<file path="config.mk">
export PLATFORM = sky130hd
export DESIGN_NAME = mwsm_div_stage
export DESIGN_NICKNAME = d
export VERILOG_FILES = /design/src/rtl/core/mwsm_pkg.sv /design/src/rtl/core/mwsm_div_stage.sv
export SDC_FILE = /design/constraint.sdc
export NUM_CORES = 1
export LEC_CHECK = 0
export ABC_CLOCK_PERIOD_IN_PS = 12900
export BUFFER_PORTS_ARGS = -buffer_cell sky130_fd_sc_hd__buf_2
export CAP_MARGIN = 5
export CORE_AREA = 2 2 276 278
export DETAILED_ROUTE_END_ITERATION = 8
export DIE_AREA = 0 0 278 280
export GPL_TIMING_DRIVEN = 0
export HOLD_SLACK_MARGIN = 0.1
export PLACE_DENSITY = 0.51
export SKIP_LAST_GASP = 1
export SYNTH_ARGS = -nofsm -noshare
export SYNTH_HDL_FRONTEND = slang
export SYNTH_SLANG_ARGS = --single-unit
</file>
<file path="constraint.sdc">
create_clock -name clk -period 12.9 [get_ports clk]
set_clock_uncertainty 0.2 [all_clocks]
set_input_delay 1.29 -clock clk [delete_from_list [all_inputs] [get_ports clk]]
set_output_delay 1.29 -clock clk [all_outputs]
set_load 0.02 [all_outputs]
</file>
<file path="src/rtl/core/mwsm_pkg.sv">
// Shared types, widths and constants of the mecanum wheel speed mixer.
package mwsm_pkg;

  // Field and register widths
  localparam int VEL_W      = 16;
  localparam int LIM_W      = 15;
  localparam int WB_W       = 15;
  localparam int GAIN_W     = 16;
  localparam int DB_W       = 15;
  localparam int CFG_DATA_W = 16;
  localparam int CFG_IDX_W  = 2;

  // Q4.12 to Q24 shift
  localparam int FRAC_SH = 12;

  // Internal widths
  localparam int P_W     = WB_W + VEL_W;        // L*yaw, signed
  localparam int MAG_W   = 30;                  // largest magnitude (|L*yaw|)
  localparam int NORM_W  = MAG_W + 1;           // L1 norm, unsigned
  localparam int LIM24_W = LIM_W + FRAC_SH;     // limit in Q24
  localparam int NUM_W   = MAG_W + LIM24_W;     // dividend |v| * lim24
  localparam int QUO_W   = LIM24_W;             // scaled magnitude
  localparam int DIV_STAGES = QUO_W;            // one quotient bit per stage
  localparam int U_W     = 32;                  // bounded velocity, signed
  localparam int SQ_IN_W = VEL_W + FRAC_SH;     // x, y, yaw fit in 28 bits
  localparam int SQ_W    = 2 * SQ_IN_W - 1;     // one square, unsigned
  localparam int SQS_W   = SQ_W + 2;            // sum of three squares
  localparam int RSQ_W   = 2 * (DB_W + FRAC_SH);
  localparam int PROD_W  = GAIN_W + 1 + U_W;    // gain * wheel sum, signed
  localparam int WHEEL_SH = 24;
  localparam int TRN_W   = PROD_W - WHEEL_SH;   // truncated speed
  localparam int WHL_W   = TRN_W + 1;           // after negation

  localparam logic [VEL_W-1:0] SPD_MAX = 16'h7FFF;
  localparam logic [VEL_W-1:0] SPD_MIN = 16'h8000;

  // Divider lanes
  localparam int N_LANES = 4;
  localparam int LANE_X  = 0;
  localparam int LANE_Y  = 1;
  localparam int LANE_W  = 2;
  localparam int LANE_P  = 3;

  // Register indexes
  typedef enum logic [CFG_IDX_W-1:0] {
    CFG_NORM_LIMIT      = 2'd0,
    CFG_WHEEL_BASE_SUM  = 2'd1,
    CFG_RPM_GAIN        = 2'd2,
    CFG_DEADBAND_RADIUS = 2'd3
  } cfg_idx_t;

  localparam logic [LIM_W-1:0]  NORM_LIMIT_RST      = 15'd1638;
  localparam logic [WB_W-1:0]   WHEEL_BASE_SUM_RST  = 15'd2116;
  localparam logic [GAIN_W-1:0] RPM_GAIN_RST        = 16'd9235;
  localparam logic [DB_W-1:0]   DEADBAND_RADIUS_RST = 15'd41;

  typedef struct packed {
    logic [LIM_W-1:0]  norm_limit;
    logic [WB_W-1:0]   wheel_base_sum;
    logic [GAIN_W-1:0] rpm_gain;
    logic [DB_W-1:0]   deadband_radius;
  } cfg_t;

  typedef struct packed {
    logic [NORM_W-1:0] rem;
    logic [QUO_W-1:0]  sh;   // dividend bits still to enter, quotient bits shift in
  } div_lane_t;

  typedef struct packed {
    div_lane_t [N_LANES-1:0]  lane;
    logic [NORM_W-1:0]        den;
    logic                     limited;
    logic [N_LANES-1:0]       neg;
    logic signed [VEL_W-1:0]  vel_x;
    logic signed [VEL_W-1:0]  vel_y;
    logic signed [VEL_W-1:0]  yaw_rate;
    logic signed [P_W-1:0]    p;
  } div_pl_t;

  typedef struct packed {
    logic signed [VEL_W-1:0] speed_front_left;
    logic signed [VEL_W-1:0] speed_front_right;
    logic signed [VEL_W-1:0] speed_back_left;
    logic signed [VEL_W-1:0] speed_back_right;
    logic                    was_limited;
    logic                    in_deadband;
  } spd_t;

  function automatic logic [VEL_W-1:0] mag16(input logic signed [VEL_W-1:0] v);
    return v[VEL_W-1] ? (~v + 1'b1) : v;
  endfunction

endpackage

</file>
<file path="src/rtl/core/mwsm_div_stage.sv">
// One restoring-division step for all four lanes: one quotient bit each.
module mwsm_div_stage (
  input  logic              clk,
  input  logic              rst_n,
  input  logic              up_valid,
  output logic              up_en,
  input  mwsm_pkg::div_pl_t up_pl,
  output logic              dn_valid,
  input  logic              dn_en,
  output mwsm_pkg::div_pl_t dn_pl
);

  logic              v_r;
  logic              en;
  mwsm_pkg::div_pl_t pl_r, pl_nxt;
  logic [mwsm_pkg::NORM_W:0] t    [mwsm_pkg::N_LANES];
  logic [mwsm_pkg::NORM_W:0] diff [mwsm_pkg::N_LANES];
  logic [mwsm_pkg::N_LANES-1:0] ge;

  assign en       = ~v_r | dn_en;
  assign up_en    = en;
  assign dn_valid = v_r;
  assign dn_pl    = pl_r;

  always_comb begin
    pl_nxt = up_pl;
    for (int i = 0; i < mwsm_pkg::N_LANES; i++) begin
      t[i]    = {up_pl.lane[i].rem, up_pl.lane[i].sh[mwsm_pkg::QUO_W-1]};
      diff[i] = t[i] - {1'b0, up_pl.den};
      ge[i]   = t[i] >= {1'b0, up_pl.den};
      pl_nxt.lane[i].rem = ge[i] ? diff[i][mwsm_pkg::NORM_W-1:0]
                                 : t[i][mwsm_pkg::NORM_W-1:0];
      pl_nxt.lane[i].sh  = {up_pl.lane[i].sh[mwsm_pkg::QUO_W-2:0], ge[i]};
    end
  end

  always_ff @(posedge clk) begin
    if (!rst_n) begin
      v_r <= 1'b0;
    end else if (en) begin
      v_r <= up_valid;
    end
  end

  always_ff @(posedge clk) begin
    if (en) pl_r <= pl_nxt;
  end

endmodule

</file>
**Word level (Yosys, flattened, before mapping)**

Index checks and enable logic that the tools add are counted.

- Logic and storage cells: 30
- Register bits after elaboration: 348
- Input port bits: 351
- Output and inout bits: 349

- Bitwise gates (word level): 2
- Add/sub/neg operators: 4
- Multiplexer cells: 4
- Order comparisons: 4

Operators by type and width:

| operator | number |
|---|---|
| $ge A32 B31 Y1 | 4 |
| $mux W31 | 4 |
| $sub A31 B31 Y31 | 4 |
| $not A1 Y1 | 1 |
| $or A1 B1 Y1 | 1 |

**Longest topological paths before layout**

- Word-level depth: 2
- Mapped depth: 14
- Gate-level depth less buffers: 12

**Least setup slack after synthesis**

OpenSTA, ideal clock, no wires.

- Path kind: input-to-output
- Start: in dn_en
- End: out up_en
- Stages: 1
- Data required time: 11.410 ns
- Path buffers: 0
- Data arrival time: 9.727 ns
- Path slack: 1.683 ns
- Cell sequence: nand2b_1

- Longest elaborated chain between the ends: 1

RTL lines:

| element | RTL line | source |
|---|---|---|
| from (decl) | mwsm_div_stage.sv:9 | `input logic dn_en,` |
| $or A1 B1 Y1 | mwsm_div_stage.sv:20 | `assign en = ~v_r \| dn_en;` |
| to (decl) | mwsm_div_stage.sv:6 | `output logic up_en,` |

Every way passes these cells.

==> flow_metrics.py <==
metrics = {
    "worst_setup_path": {
        "criticalPathCategory": "primary input to register",
        "crit_buf_inv": 4,
        "cp_cell_sequence": "buf_2 > inv_1 > ha_1 > nor2b_1 > o31a_1 > o41ai_1 > nor4_1 > o311ai_1 > a31oi_1 > o21ai_0 > and2_1 > clkbuf_1 > clkbuf_1 > o21ai_0",
        "cp_num_cells": 14,
        "timing.rr.start": "dn_valid",
        "critical_path_arrival_ps": 5430,
        "required_ps": 12970,
        "cpLargestDelayFamily": "compound AO/OA/AOI/OAI gates",
        "crit_slowest_cell": "o311ai_1",
        "start_kind": "primary input",
        "critPathLaunch": "up_pl[86]",
        "reg2reg_to": "dn_pl[161]",
        "cp-endpoint": "dn_pl[216]",
        "critPathMaxStageDelay_ps": 560,
        "ff2ff_path_depth": 4,
        "reg2reg_slack_ps": 10370,
        "cp_max_fo": 10,
        "worstSetupEndpointType": "register",
    },
    "route": {
        "drt_iter0_drc": 1073,
        "drt-met1-wl_mm": 31.2,
        "drt-pass1-iter-count": 5,
        "wl_met3_mm": 5.99,
        "vias_per_cell": 4.72,
        "top_layer_used": "met5",
        "vias": 15400,
        "drtAntennaViolNets": 0,
        "wl_per_cell_um": 24.9,
        "wl_met2_mm": 41.4,
        "routed_wl_mm": 81.4,
        "drc": 0,
    },
    "clock_tree": {
        "cts_hold_buf": 0,
        "htree_levels": 2,
        "post_cts_resized": 0,
        "cts_sinks": 348,
        "root_buffer": "clkbuf_16",
        "cts_buffers": 44,
        "clk_path_buf_depth": 3,
        "cts_setup_buffers": 0,
        "cts_tree": "yes",
        "insertion_delay_ps": 560,
        "cts.clk_slew.worst_paths_ps": 50,
    },
    "sta": {
        "holdWs_ps": 682,
        "post-route-min-period_ps": 5350,
        "maxSlewViolCount": 0,
        "hold_violations": 0,
        "tightest_slew_ps": 1030,
        "fin_crit_sh": 0.415,
        "rsz0062_at_grt": "false",
        "fmax_ghz": 0.187,
        "finalSetupViolCount": 0,
        "slew_headroom": 0.302,
    },
    "grt": {
        "grt_usage": 0.201,
        "globalRouteOverflowTotal": 0,
        "grt_pass1_wl_mm": 111,
        "grt_start_max_net_pins": 67,
        "antenna_found_initial": 73,
        "grt_pass1_vias": 15000,
    },
    "final_layout": {
        "multi_input_area_um2": 7380,
        "drive_gt1_frac": 0.369,
        "fillCellCount": 7675,
        "fin_cells": 3263,
        "fin_nets": 2720,
        "layout-area-overhead-vs-synth_pct": 34.8,
        "regArea_um2": 10400,
    },
    "synth": {
        "yosys_warnings": 0,
        "synth_enable_flop_cells": 347,
        "syn_area_um2": 18200,
        "ys_ff_latch": 348,
        "ys_seq_area_frac": 0.573,
        "avgSynthCellArea_um2": 12.2,
        "ys_types": 63,
        "postSynthCellCount": 1491,
        "synth_nets": 1970,
        "synth_ff_type": "edfxtp_1",
        "ys_async_sr_fraction": 0,
    },
    "floorplanning": {
        "dieArea_um2": 77800,
        "die_y_um": 280,
        "die_w_um": 278,
        "placeableCoreArea_um2": 75200,
        "io_pins": 700,
        "rows": 101,
        "start_util": 0.242,
    },
    "placement": {
        "io_buffers": 699,
        "dpl.cell_count": 3173,
        "hpwl_mm": 68.8,
        "gp_congestion": 0.908,
    },
    "outcome": {
        "status": "completed",
    },
    "job": {
        "maxCapViolCount": 0,
    },
    "power": {
        "power.density_nw_per_um2": 147,
        "leakagePower_uw": 0.0108,
        "ir_drop_v": 0.0000854,
    },
    "hold_path": {
        "hold_path_class": "primary input to register",
    },
}
[cells in the mapped netlist, types with 19 or more instances]
library cell | n | share of area
ha_1 | 124 | 0.085
a21o_1 | 48 | 0.020
a21oi_1 | 114 | 0.031
nor3_1 | 19 | 0.0052
nand3_1 | 33 | 0.0091
nand4_1 | 21 | 0.0072
nor2_1 | 56 | 0.012
inv_1 | 73 | 0.015
xnor2_1 | 65 | 0.031
nand2_1 | 124 | 0.026
edfxtp_1 | 347 | 0.57
xor2_1 | 41 | 0.020
nor2b_1 | 23 | 0.0079
o21ai_0 | 127 | 0.035
mux2_2 | 53 | 0.033
[cell families after synthesis]
| group | count (synthesis) | synth area share |
|---|---|---|
| AO/OA/AOI/OAI | 415 | 0.142 |
| XOR/XNOR | 106 | 0.0509 |
| adder cells (fa/ha/maj) | 128 | 0.0895 |
| buffers and inverters | 104 | 0.0224 |
| flip-flops | 348 | 0.573 |
| multiplexers | 57 | 0.0349 |
| AND/OR/NAND/NOR | 333 | 0.0869 |
[where the power goes]
part           switching (uW)  total (uW)  internal, uW
logic                     576         896           319
registers                42.1        1450          1410
clock network             511        1270           755
total                    1130        3610          2480
[per-layer routing]
layer,vias up,global-route usage
met5,-,0
met4,10,0.0600
met3,193,0.0511
met2,702,0.364
met1,7328,0.233
li1,7182,-
[how the worst min path moves through the flow]
stage	startpoint	to	slack (ps)	cells after the start
2_1_floorplan	up_pl[0]	dn_pl[0]	1190	0
3_3_place_gp	up_pl[11]	dn_pl[11]	1270	1
3_5_place_dp	dn_valid	dn_pl[39]	880	1
4_1_cts	up_pl[47]	dn_pl[47]	650	1
5_1_grt	up_pl[5]	dn_pl[5]	650	1
6_report	up_pl[9]	dn_pl[9]	680	1
[through the flow]
step	setup WS [ps]	instance area, um2	util	TNS (ps)	power (uW)
2_1_floorplan	1680	18200	-	0	2030
3_3_place_gp	-3580	22900	0.305	-576940	2390
3_5_place_dp	7060	23100	0.307	0	2370
4_1_cts	7650	24500	0.326	0	3660
5_1_grt	7320	24600	0.327	0	3780
6_report	7550	24600	0.327	0	3610
[state kept, by name, indices dropped and copies added, names as in the netlist]
signal,count
dn_valid,1
dn_pl,347
[area by class of cell]
cell class                      count  area share
Antenna cell                       11     0.00112
Buffer                             31     0.00545
Clock buffer                       60      0.0489
Clock inverter                     19     0.00998
Inverter                           73      0.0112
Multi-Input combinational cell   1039       0.301
Sequential cell                   348       0.425
Tap cell                          978      0.0498
Timing Repair Buffer              704       0.148
[layout by cell type (no fill, tap or decap), types with 9 or more instances in the layout]
master	instances
nand2_1	124
xnor2_1	65
and2_1	10
a31oi_1	10
o21a_1	11
o21ai_0	127
diode_2	11
clkbuf_1	30
nor2_1	56
nand2b_1	13
o21bai_1	17
edfxtp_1	347
inv_1	73
buf_2	712
a21o_1	48
ha_1	124
a21oi_1	114
a211oi_1	13
o31ai_1	9
nand3_1	33
nor2b_1	23
nor3_1	19
xor2_1	41
and3_1	14
mux2_2	53
nand4_1	21
o211ai_1	10
clkbuf_16	45
(Power assumes the default switching activity.)
