**src/rtl/core/mwsm_pkg.sv**
```systemverilog
// Shared types, widths and constants of the mecanum wheel speed mixer.
package mwsm_pkg;

  // Field and register widths
  localparam int VEL_W      = 16;
  localparam int LIM_W      = 15;
  localparam int WB_W       = 15;
  localparam int GAIN_W     = 16;
  localparam int DB_W       = 15;
  localparam int CFG_DATA_W = 16;
  localparam int CFG_IDX_W  = 2;

  // Q4.12 to Q24 shift
  localparam int FRAC_SH = 12;

  // Internal widths
  localparam int P_W     = WB_W + VEL_W;        // L*yaw, signed
  localparam int MAG_W   = 30;                  // largest magnitude (|L*yaw|)
  localparam int NORM_W  = MAG_W + 1;           // L1 norm, unsigned
  localparam int LIM24_W = LIM_W + FRAC_SH;     // limit in Q24
  localparam int NUM_W   = MAG_W + LIM24_W;     // dividend |v| * lim24
  localparam int QUO_W   = LIM24_W;             // scaled magnitude
  localparam int DIV_STAGES = QUO_W;            // one quotient bit per stage
  localparam int U_W     = 32;                  // bounded velocity, signed
  localparam int SQ_IN_W = VEL_W + FRAC_SH;     // x, y, yaw fit in 28 bits
  localparam int SQ_W    = 2 * SQ_IN_W - 1;     // one square, unsigned
  localparam int SQS_W   = SQ_W + 2;            // sum of three squares
  localparam int RSQ_W   = 2 * (DB_W + FRAC_SH);
  localparam int PROD_W  = GAIN_W + 1 + U_W;    // gain * wheel sum, signed
  localparam int WHEEL_SH = 24;
  localparam int TRN_W   = PROD_W - WHEEL_SH;   // truncated speed
  localparam int WHL_W   = TRN_W + 1;           // after negation

  localparam logic [VEL_W-1:0] SPD_MAX = 16'h7FFF;
  localparam logic [VEL_W-1:0] SPD_MIN = 16'h8000;

  // Divider lanes
  localparam int N_LANES = 4;
  localparam int LANE_X  = 0;
  localparam int LANE_Y  = 1;
  localparam int LANE_W  = 2;
  localparam int LANE_P  = 3;

  // Register indexes
  typedef enum logic [CFG_IDX_W-1:0] {
    CFG_NORM_LIMIT      = 2'd0,
    CFG_WHEEL_BASE_SUM  = 2'd1,
    CFG_RPM_GAIN        = 2'd2,
    CFG_DEADBAND_RADIUS = 2'd3
  } cfg_idx_t;

  localparam logic [LIM_W-1:0]  NORM_LIMIT_RST      = 15'd1638;
  localparam logic [WB_W-1:0]   WHEEL_BASE_SUM_RST  = 15'd2116;
  localparam logic [GAIN_W-1:0] RPM_GAIN_RST        = 16'd9235;
  localparam logic [DB_W-1:0]   DEADBAND_RADIUS_RST = 15'd41;

  typedef struct packed {
    logic [LIM_W-1:0]  norm_limit;
    logic [WB_W-1:0]   wheel_base_sum;
    logic [GAIN_W-1:0] rpm_gain;
    logic [DB_W-1:0]   deadband_radius;
  } cfg_t;

  typedef struct packed {
    logic [NORM_W-1:0] rem;
    logic [QUO_W-1:0]  sh;   // dividend bits still to enter, quotient bits shift in
  } div_lane_t;

  typedef struct packed {
    div_lane_t [N_LANES-1:0]  lane;
    logic [NORM_W-1:0]        den;
    logic                     limited;
    logic [N_LANES-1:0]       neg;
    logic signed [VEL_W-1:0]  vel_x;
    logic signed [VEL_W-1:0]  vel_y;
    logic signed [VEL_W-1:0]  yaw_rate;
    logic signed [P_W-1:0]    p;
  } div_pl_t;

  typedef struct packed {
    logic signed [VEL_W-1:0] speed_front_left;
    logic signed [VEL_W-1:0] speed_front_right;
    logic signed [VEL_W-1:0] speed_back_left;
    logic signed [VEL_W-1:0] speed_back_right;
    logic                    was_limited;
    logic                    in_deadband;
  } spd_t;

  function automatic logic [VEL_W-1:0] mag16(input logic signed [VEL_W-1:0] v);
    return v[VEL_W-1] ? (~v + 1'b1) : v;
  endfunction

endpackage

```
**src/rtl/core/mwsm_front.sv**
```systemverilog
// Front stages: L*yaw, magnitudes, L1 norm, limit test and divider dividends.
module mwsm_front (
  input  logic                              clk,
  input  logic                              rst_n,
  input  mwsm_pkg::cfg_t                    cfg,
  input  logic                              up_valid,
  output logic                              up_en,
  input  logic signed [mwsm_pkg::VEL_W-1:0] vel_x,
  input  logic signed [mwsm_pkg::VEL_W-1:0] vel_y,
  input  logic signed [mwsm_pkg::VEL_W-1:0] yaw_rate,
  output logic                              dn_valid,
  input  logic                              dn_en,
  output mwsm_pkg::div_pl_t                 dn_pl
);

  logic [3:0] v_r;
  logic [3:0] en;

  // stage 0: input register
  logic signed [mwsm_pkg::VEL_W-1:0] x0_r, y0_r, w0_r;
  // stage 1: L*yaw
  logic signed [mwsm_pkg::VEL_W-1:0] x1_r, y1_r, w1_r;
  logic signed [mwsm_pkg::P_W-1:0]   p1_r, p1_nxt;
  logic signed [2*mwsm_pkg::VEL_W-1:0] p_full;
  // stage 2: magnitudes and norm
  logic signed [mwsm_pkg::VEL_W-1:0] x2_r, y2_r, w2_r;
  logic signed [mwsm_pkg::P_W-1:0]   p2_r;
  logic [mwsm_pkg::MAG_W-1:0]        m2_r [mwsm_pkg::N_LANES];
  logic [mwsm_pkg::MAG_W-1:0]        m2_nxt [mwsm_pkg::N_LANES];
  logic [mwsm_pkg::NORM_W-1:0]       norm2_r, norm2_nxt;
  logic [mwsm_pkg::P_W-1:0]          p_abs;
  // stage 3: dividends
  mwsm_pkg::div_pl_t                 pl3_r, pl3_nxt;
  logic [mwsm_pkg::LIM24_W-1:0]      lim24;
  logic [mwsm_pkg::NUM_W-1:0]        num [mwsm_pkg::N_LANES];

  always_comb begin
    en[3] = ~v_r[3] | dn_en;
    en[2] = ~v_r[2] | en[3];
    en[1] = ~v_r[1] | en[2];
    en[0] = ~v_r[0] | en[1];
  end
  assign up_en    = en[0];
  assign dn_valid = v_r[3];
  assign dn_pl    = pl3_r;

  always_comb begin
    p_full = $signed({1'b0, cfg.wheel_base_sum}) * w0_r;
    p1_nxt = p_full[mwsm_pkg::P_W-1:0];
  end

  always_comb begin
    p_abs = p1_r[mwsm_pkg::P_W-1] ? (~p1_r + 1'b1) : p1_r;
    m2_nxt[mwsm_pkg::LANE_X] = {2'b00, mwsm_pkg::mag16(x1_r), {mwsm_pkg::FRAC_SH{1'b0}}};
    m2_nxt[mwsm_pkg::LANE_Y] = {2'b00, mwsm_pkg::mag16(y1_r), {mwsm_pkg::FRAC_SH{1'b0}}};
    m2_nxt[mwsm_pkg::LANE_W] = {2'b00, mwsm_pkg::mag16(w1_r), {mwsm_pkg::FRAC_SH{1'b0}}};
    m2_nxt[mwsm_pkg::LANE_P] = p_abs[mwsm_pkg::MAG_W-1:0];
    // yaw itself is not part of the norm, only L*yaw
    norm2_nxt = {1'b0, m2_nxt[mwsm_pkg::LANE_X]} + {1'b0, m2_nxt[mwsm_pkg::LANE_Y]}
              + {1'b0, m2_nxt[mwsm_pkg::LANE_P]};
  end

  always_comb begin
    lim24 = {cfg.norm_limit, {mwsm_pkg::FRAC_SH{1'b0}}};
    for (int i = 0; i < mwsm_pkg::N_LANES; i++) begin
      num[i] = m2_r[i] * lim24;
      pl3_nxt.lane[i].rem = {1'b0, num[i][mwsm_pkg::NUM_W-1:mwsm_pkg::QUO_W]};
      pl3_nxt.lane[i].sh  = num[i][mwsm_pkg::QUO_W-1:0];
    end
    pl3_nxt.den      = norm2_r;
    pl3_nxt.limited  = norm2_r > {{(mwsm_pkg::NORM_W-mwsm_pkg::LIM24_W){1'b0}}, lim24};
    pl3_nxt.neg      = {p2_r[mwsm_pkg::P_W-1], w2_r[mwsm_pkg::VEL_W-1],
                        y2_r[mwsm_pkg::VEL_W-1], x2_r[mwsm_pkg::VEL_W-1]};
    pl3_nxt.vel_x    = x2_r;
    pl3_nxt.vel_y    = y2_r;
    pl3_nxt.yaw_rate = w2_r;
    pl3_nxt.p        = p2_r;
  end

  always_ff @(posedge clk) begin
    if (!rst_n) begin
      v_r <= '0;
    end else begin
      if (en[0]) v_r[0] <= up_valid;
      if (en[1]) v_r[1] <= v_r[0];
      if (en[2]) v_r[2] <= v_r[1];
      if (en[3]) v_r[3] <= v_r[2];
    end
  end

  always_ff @(posedge clk) begin
    if (en[0]) begin
      x0_r <= vel_x;
      y0_r <= vel_y;
      w0_r <= yaw_rate;
    end
    if (en[1]) begin
      x1_r <= x0_r;
      y1_r <= y0_r;
      w1_r <= w0_r;
      p1_r <= p1_nxt;
    end
    if (en[2]) begin
      x2_r    <= x1_r;
      y2_r    <= y1_r;
      w2_r    <= w1_r;
      p2_r    <= p1_r;
      m2_r    <= m2_nxt;
      norm2_r <= norm2_nxt;
    end
    if (en[3]) pl3_r <= pl3_nxt;
  end

endmodule

```
**config.mk**
```make
export PLATFORM = sky130hd
export DESIGN_NAME = mwsm_front
export DESIGN_NICKNAME = d
export VERILOG_FILES = /design/src/rtl/core/mwsm_pkg.sv /design/src/rtl/core/mwsm_front.sv
export SDC_FILE = /design/constraint.sdc
export NUM_CORES = 2
export LEC_CHECK = 0
export ABC_AREA = 1
export BUFFER_PORTS_ARGS = -buffer_cell sky130_fd_sc_hd__buf_2
export CELL_PAD_IN_SITES_DETAIL_PLACEMENT = 1
export CELL_PAD_IN_SITES_GLOBAL_PLACEMENT = 2
export CORE_ASPECT_RATIO = 1.75
export CORE_UTILIZATION = 39
export CTS_CLUSTER_SIZE = 8
export DETAILED_ROUTE_END_ITERATION = 8
export HOLD_SLACK_MARGIN = 0.06
export PLACE_DENSITY = 0.85
export SETUP_SLACK_MARGIN = 0.05
export SLEW_MARGIN = 20
export SYNTH_ARGS = -nofsm -noshare
export SYNTH_HDL_FRONTEND = slang
export SYNTH_SLANG_ARGS = --single-unit
export TNS_END_PERCENT = 30
```
**constraint.sdc**
```tcl
create_clock -name clk -period 22.9 [get_ports clk]
set_input_delay 4.58 -clock clk [delete_from_list [all_inputs] [get_ports clk]]
set_output_delay 4.58 -clock clk [all_outputs]
set_load 0.02 [all_outputs]
```
After elaboration in Yosys (flattened, before gate mapping)
Cells that the tools add are included.
Widths: inputs -> output; s select.
{"block": "op_classes", "n_mux": 4, "addsub": 6, "bitwise_logic": 12, "mul": 5, "magnitude_cmp": 1}
{"operator": "$mul 16x15->31", "count": 3}
{"operator": "$add 16x1->16 const B", "count": 3}
{"operator": "$not 16->16", "count": 3}
{"operator": "$mul 30x15->45", "count": 1}
{"operator": "$mux 16", "count": 2}
{"operator": "$add 29x30->31", "count": 1}
{"operator": "$gt 31x27->1", "count": 1}
{"operator": "$mul 16x16->31", "count": 1}
{"operator": "$add 30x1->30 const B", "count": 1}
{"operator": "$mux 30", "count": 1}
{"operator": "$not 30->30", "count": 1}
{"operator": "$add 28x28->29", "count": 1}
{"operator": "$mux 15", "count": 1}
{"operator": "$not 1->1", "count": 4}
{"operator": "$or 1x1->1", "count": 4}
{"block": "totals", "inputBits": 113, "out_inout_bits": 349, "wordCells": 64, "ff_bits": 614}

Logic depth before layout (Yosys ltp)
{"block": "logic_depth", "ltp_word": 5, "depth_mapped": 29, "ltp_nobuf": 27}

Least setup slack after synthesis
No wires, ideal clock.
{"block": "synth_path", "kind": "input port to output port", "startpoint": "input port dn_en", "endpoint": "output port up_en", "slack_ps": 3738, "t_arrival_ps": 14582, "path_buffers": 0, "t_required_ps": 18320, "cell_stages": 6, "path_cell_list": "nor2_1 -> inv_1 -> nor2_1 -> inv_1 -> nor2_1 -> nand2_1"}
{"block": "synth_between", "elab_chain_cells": 4}
{"item": "start: declaration", "line": "mwsm_front.sv:12", "text": "input logic dn_en,"}
{"item": "$or 1x1->1", "line": "mwsm_front.sv:38", "text": "en[3] = ~v_r[3] | dn_en;"}
{"item": "net en[3]", "line": "mwsm_front.sv:17", "text": "logic [3:0] en;"}
{"item": "$or 1x1->1", "line": "mwsm_front.sv:39", "text": "en[2] = ~v_r[2] | en[3];"}
{"item": "net en[2]", "line": "mwsm_front.sv:17"}
{"item": "$or 1x1->1", "line": "mwsm_front.sv:40", "text": "en[1] = ~v_r[1] | en[2];"}
{"item": "$or 1x1->1", "line": "mwsm_front.sv:41", "text": "en[0] = ~v_r[0] | en[1];"}
{"item": "end: declaration", "line": "mwsm_front.sv:7", "text": "output logic up_en,"}
The timed path passes the listed nets, and every way through them passes these cells.

Worst setup path in the final report
Ends and elaborated chain as after synthesis.

==> run_results.csv <==
group,metric,value,unit
clocking,postCtsHoldBufs,0,
synth,synth.cell_area,0.07016,mm2
clocking,clockBufferDepth,3,
status,status,"finished clean",
synth,ys_seq_area_share,23.53,%
drt,vias_per_cell,4.941,
sta,worst_clock_skew,0.07029,ns
drt,ant_nets,0,
synth,yosysMostFrequentCell,"nand2_1",
sta,min_period_over_period,50.69,%
sta,maxSlewHeadroom,25.03,%
drt,wl,216600,um
sta,setup_tns,0,ns
floorplanning,start_util,39.30,%
cells_and_area,nets,10080,
clocking,cts_root_buf,"clkbuf_16",
worst_hold_path,min_path_type,"flop to flop",
job,cap_viol_max_count,0,
synth,synth_edf_count,547,
global_routing,grt_max_degree,121,
floorplanning,core-area,0.1785,mm2
sta,worst_slew_pin_slew,1.125,ns
clocking,cts_buffers,82,
clocking,clk_pin_slew,0.05,ns
worst_setup_path,critPathLaunchType,"input pin",
synth,synth_top_flop_cell,"edfxtp_1",
synth,synthDistinctLibCells,45,
clocking,cts_resized,0,
clocking,cts_tree,"built",
synth,yosys.area.top_type,"fa_1",
synth,syn_inst,8136,
global_routing,grt_pass1_wl,339400,um
place,gp_congestion,0.8982,
synth,synth.top_cell.area_share,31.36,%
worst_setup_path,worstSetupPathType,"input pin to output port",
sta,grt_setup_unrepaired,"false",
clocking,postCtsSetupBuffers,0,
global_routing,grt_overflow,0,
floorplanning,pin_count,462,
global_routing,grt_pass1_vias,61320,
floorplanning,fp.dieH,563.1,um
sta,min_period,11.61,ns
cells_and_area,drive_gt1_share,6.688,%
floorplanning,rows,205,
synth,async_flop_share,0,%
clocking,clk_latency,0.73,ns
drt,drc,0,
clocking,cts_sinks,551,
synth,ys_ff_latch,551,
worst_setup_path,setup.worst_path.end_class,"output port",
synth,synthTopCellsByArea,"fa_1 (31%), edfxtp_1 (23%), nand2_1 (12%)",
sta,setup_violations,0,
drt,detail_route.wl_per_cell,20.19,um
cells_and_area,area_growth_syn_to_layout,8.454,%
place,dpl.hpwl,173700,um
sta,max_freq,86.14,MHz
synth,avgSynthCellArea,8.623,um2
synth,ys_warn_count,0,
drt,vias,52990,
global_routing,antenna_found_initial,8,
clocking,htree_levels,3,
global_routing,grt_util_all_layers,24.55,%
worst_setup_path,cp_max_fo,120,
worst_setup_path,crit_required,18.32,ns
floorplanning,die_width,322.6,um
worst_setup_path,cp_data_arrival_time,7.03,ns
sta,final-max-slew-violation-count,0,
place,port_buffers,336,
synth,netlist_top_cells_count,"nand2_1 (2218), inv_1 (2215), fa_1 (1099), edfxtp_1 (547), ha_1 (545)",
drt,firstDrtPassIters,7,
sta,hold_viol,0,
floorplanning,dieArea,0.1817,mm2
drt,drt-initial-drc-count,2144,
==> critical path, stage by stage <==
cell and delay (ns):
buf_2 0.07, nor2_1 0.08, inv_8 0.31, nor2_1 0.20, inv_8 0.61, nor2_1 0.22, nand2_2 0.10, buf_4 0.52
buf_2 0.29
==> stage by stage <==
step / setup WS [ns] / hold slack (ns) / util (%) / cell area, um2 / std cells
2_1_floorplan: 3.738 / 0.4003 / - / 70510 / 8229
3_3_place_gp: 11.25 / 0.4006 / 41.28 / 73700 / 10620
3_5_place_dp: 11.10 / 0.4052 / 41.28 / 73700 / 10620
4_1_cts: 11.10 / 0.3595 / 42.62 / 76080 / 10720
5_1_grt: 10.99 / 0.3758 / 42.62 / 76080 / 10720
6_report: 11.29 / 0.3776 / 42.62 / 76090 / 10730
==> logic make-up after synthesis <==
| kind of cell | count (synthesis) | share of synthesized area (%) |
|---|---|---|
| buf+inv | 2582 | 14.37 |
| xor+xnor | 167 | 2.085 |
| fa+ha+maj | 1644 | 41.08 |
| other cells | 1 | 0.005345 |
| flops | 551 | 23.53 |
| compound gates | 355 | 2.757 |
| simple gates | 2836 | 16.17 |
==> per-layer routing <==
| metal | part of all wire, % | track usage, % | vias up |
|---|---|---|---|
| met5 | 0.0060 | 0 | - |
| met4 | 4.6 | 10.52 | 2 |
| met3 | 4.1 | 3.046 | 486 |
| met2 | 54 | 47.15 | 1290 |
| met1 | 37 | 26.60 | 27230 |
| li1 | - | - | 23990 |
==> cell usage in the layout (no fill, tap or decap), types with 6 or more instances in the layout <==
| cell | n |
|---|---|
| nor2_2 | 16 |
| nand3_1 | 144 |
| inv_1 | 2212 |
| nand2_1 | 2217 |
| clkbuf_16 | 82 |
| o21ai_1 | 6 |
| nand3_2 | 10 |
| xnor2_1 | 40 |
| ha_1 | 545 |
| nor4_1 | 11 |
| conb_1 | 94 |
| clkbuf_1 | 9 |
| a21oi_1 | 185 |
| o21ai_0 | 106 |
| nor3_1 | 40 |
| nand4_1 | 48 |
| nor2_1 | 280 |
| nand2_2 | 27 |
| buf_2 | 334 |
| or2_2 | 16 |
| a21o_1 | 11 |
| edfxtp_1 | 547 |
| fa_1 | 1099 |
| buf_4 | 38 |
| xor2_1 | 127 |
| o21bai_1 | 13 |
| o21a_1 | 12 |
| a31oi_1 | 6 |
==> state kept, by name (all words and copies together), names as in the netlist <==
| register | count |
|---|---|
| x0_r | 16 |
| m2_r | 74 |
| y0_r | 16 |
| x2_r | 16 |
| v_r | 4 |
| y1_r | 16 |
| y2_r | 16 |
| w1_r | 16 |
| norm2_r | 19 |
| w2_r | 16 |
| dn_pl | 248 |
| p2_r | 31 |
| p1_r | 31 |
| w0_r | 16 |
| x1_r | 16 |
==> area by class of cell <==
type / instances / area [um2]
diodes: 3 / 7.507
clock buffers: 91 / 2086
clock inverters: 15 / 292.8
fillers: 21320 / 102400
inverters: 2218 / 8342
multi-input cells: 5096 / 43920
flip-flops and latches: 551 / 16510
well taps: 2380 / 2978
repair buffers: 372 / 1957
==> final timing paths <==
check / start / to / slack, ns / cells after the start
max: dn_en / up_en / 11.29 / 9
min: x2_r[3] / dn_pl[66] / 0.38 / 0
max reg2reg: m2_r[49] / dn_pl[269] / 16.54 / 16
min reg2reg: x2_r[3] / dn_pl[66] / 0.38 / 0
Power is not shown: default switching activity piles up to over one toggle a cycle in this logic, so the estimate is an artifact.
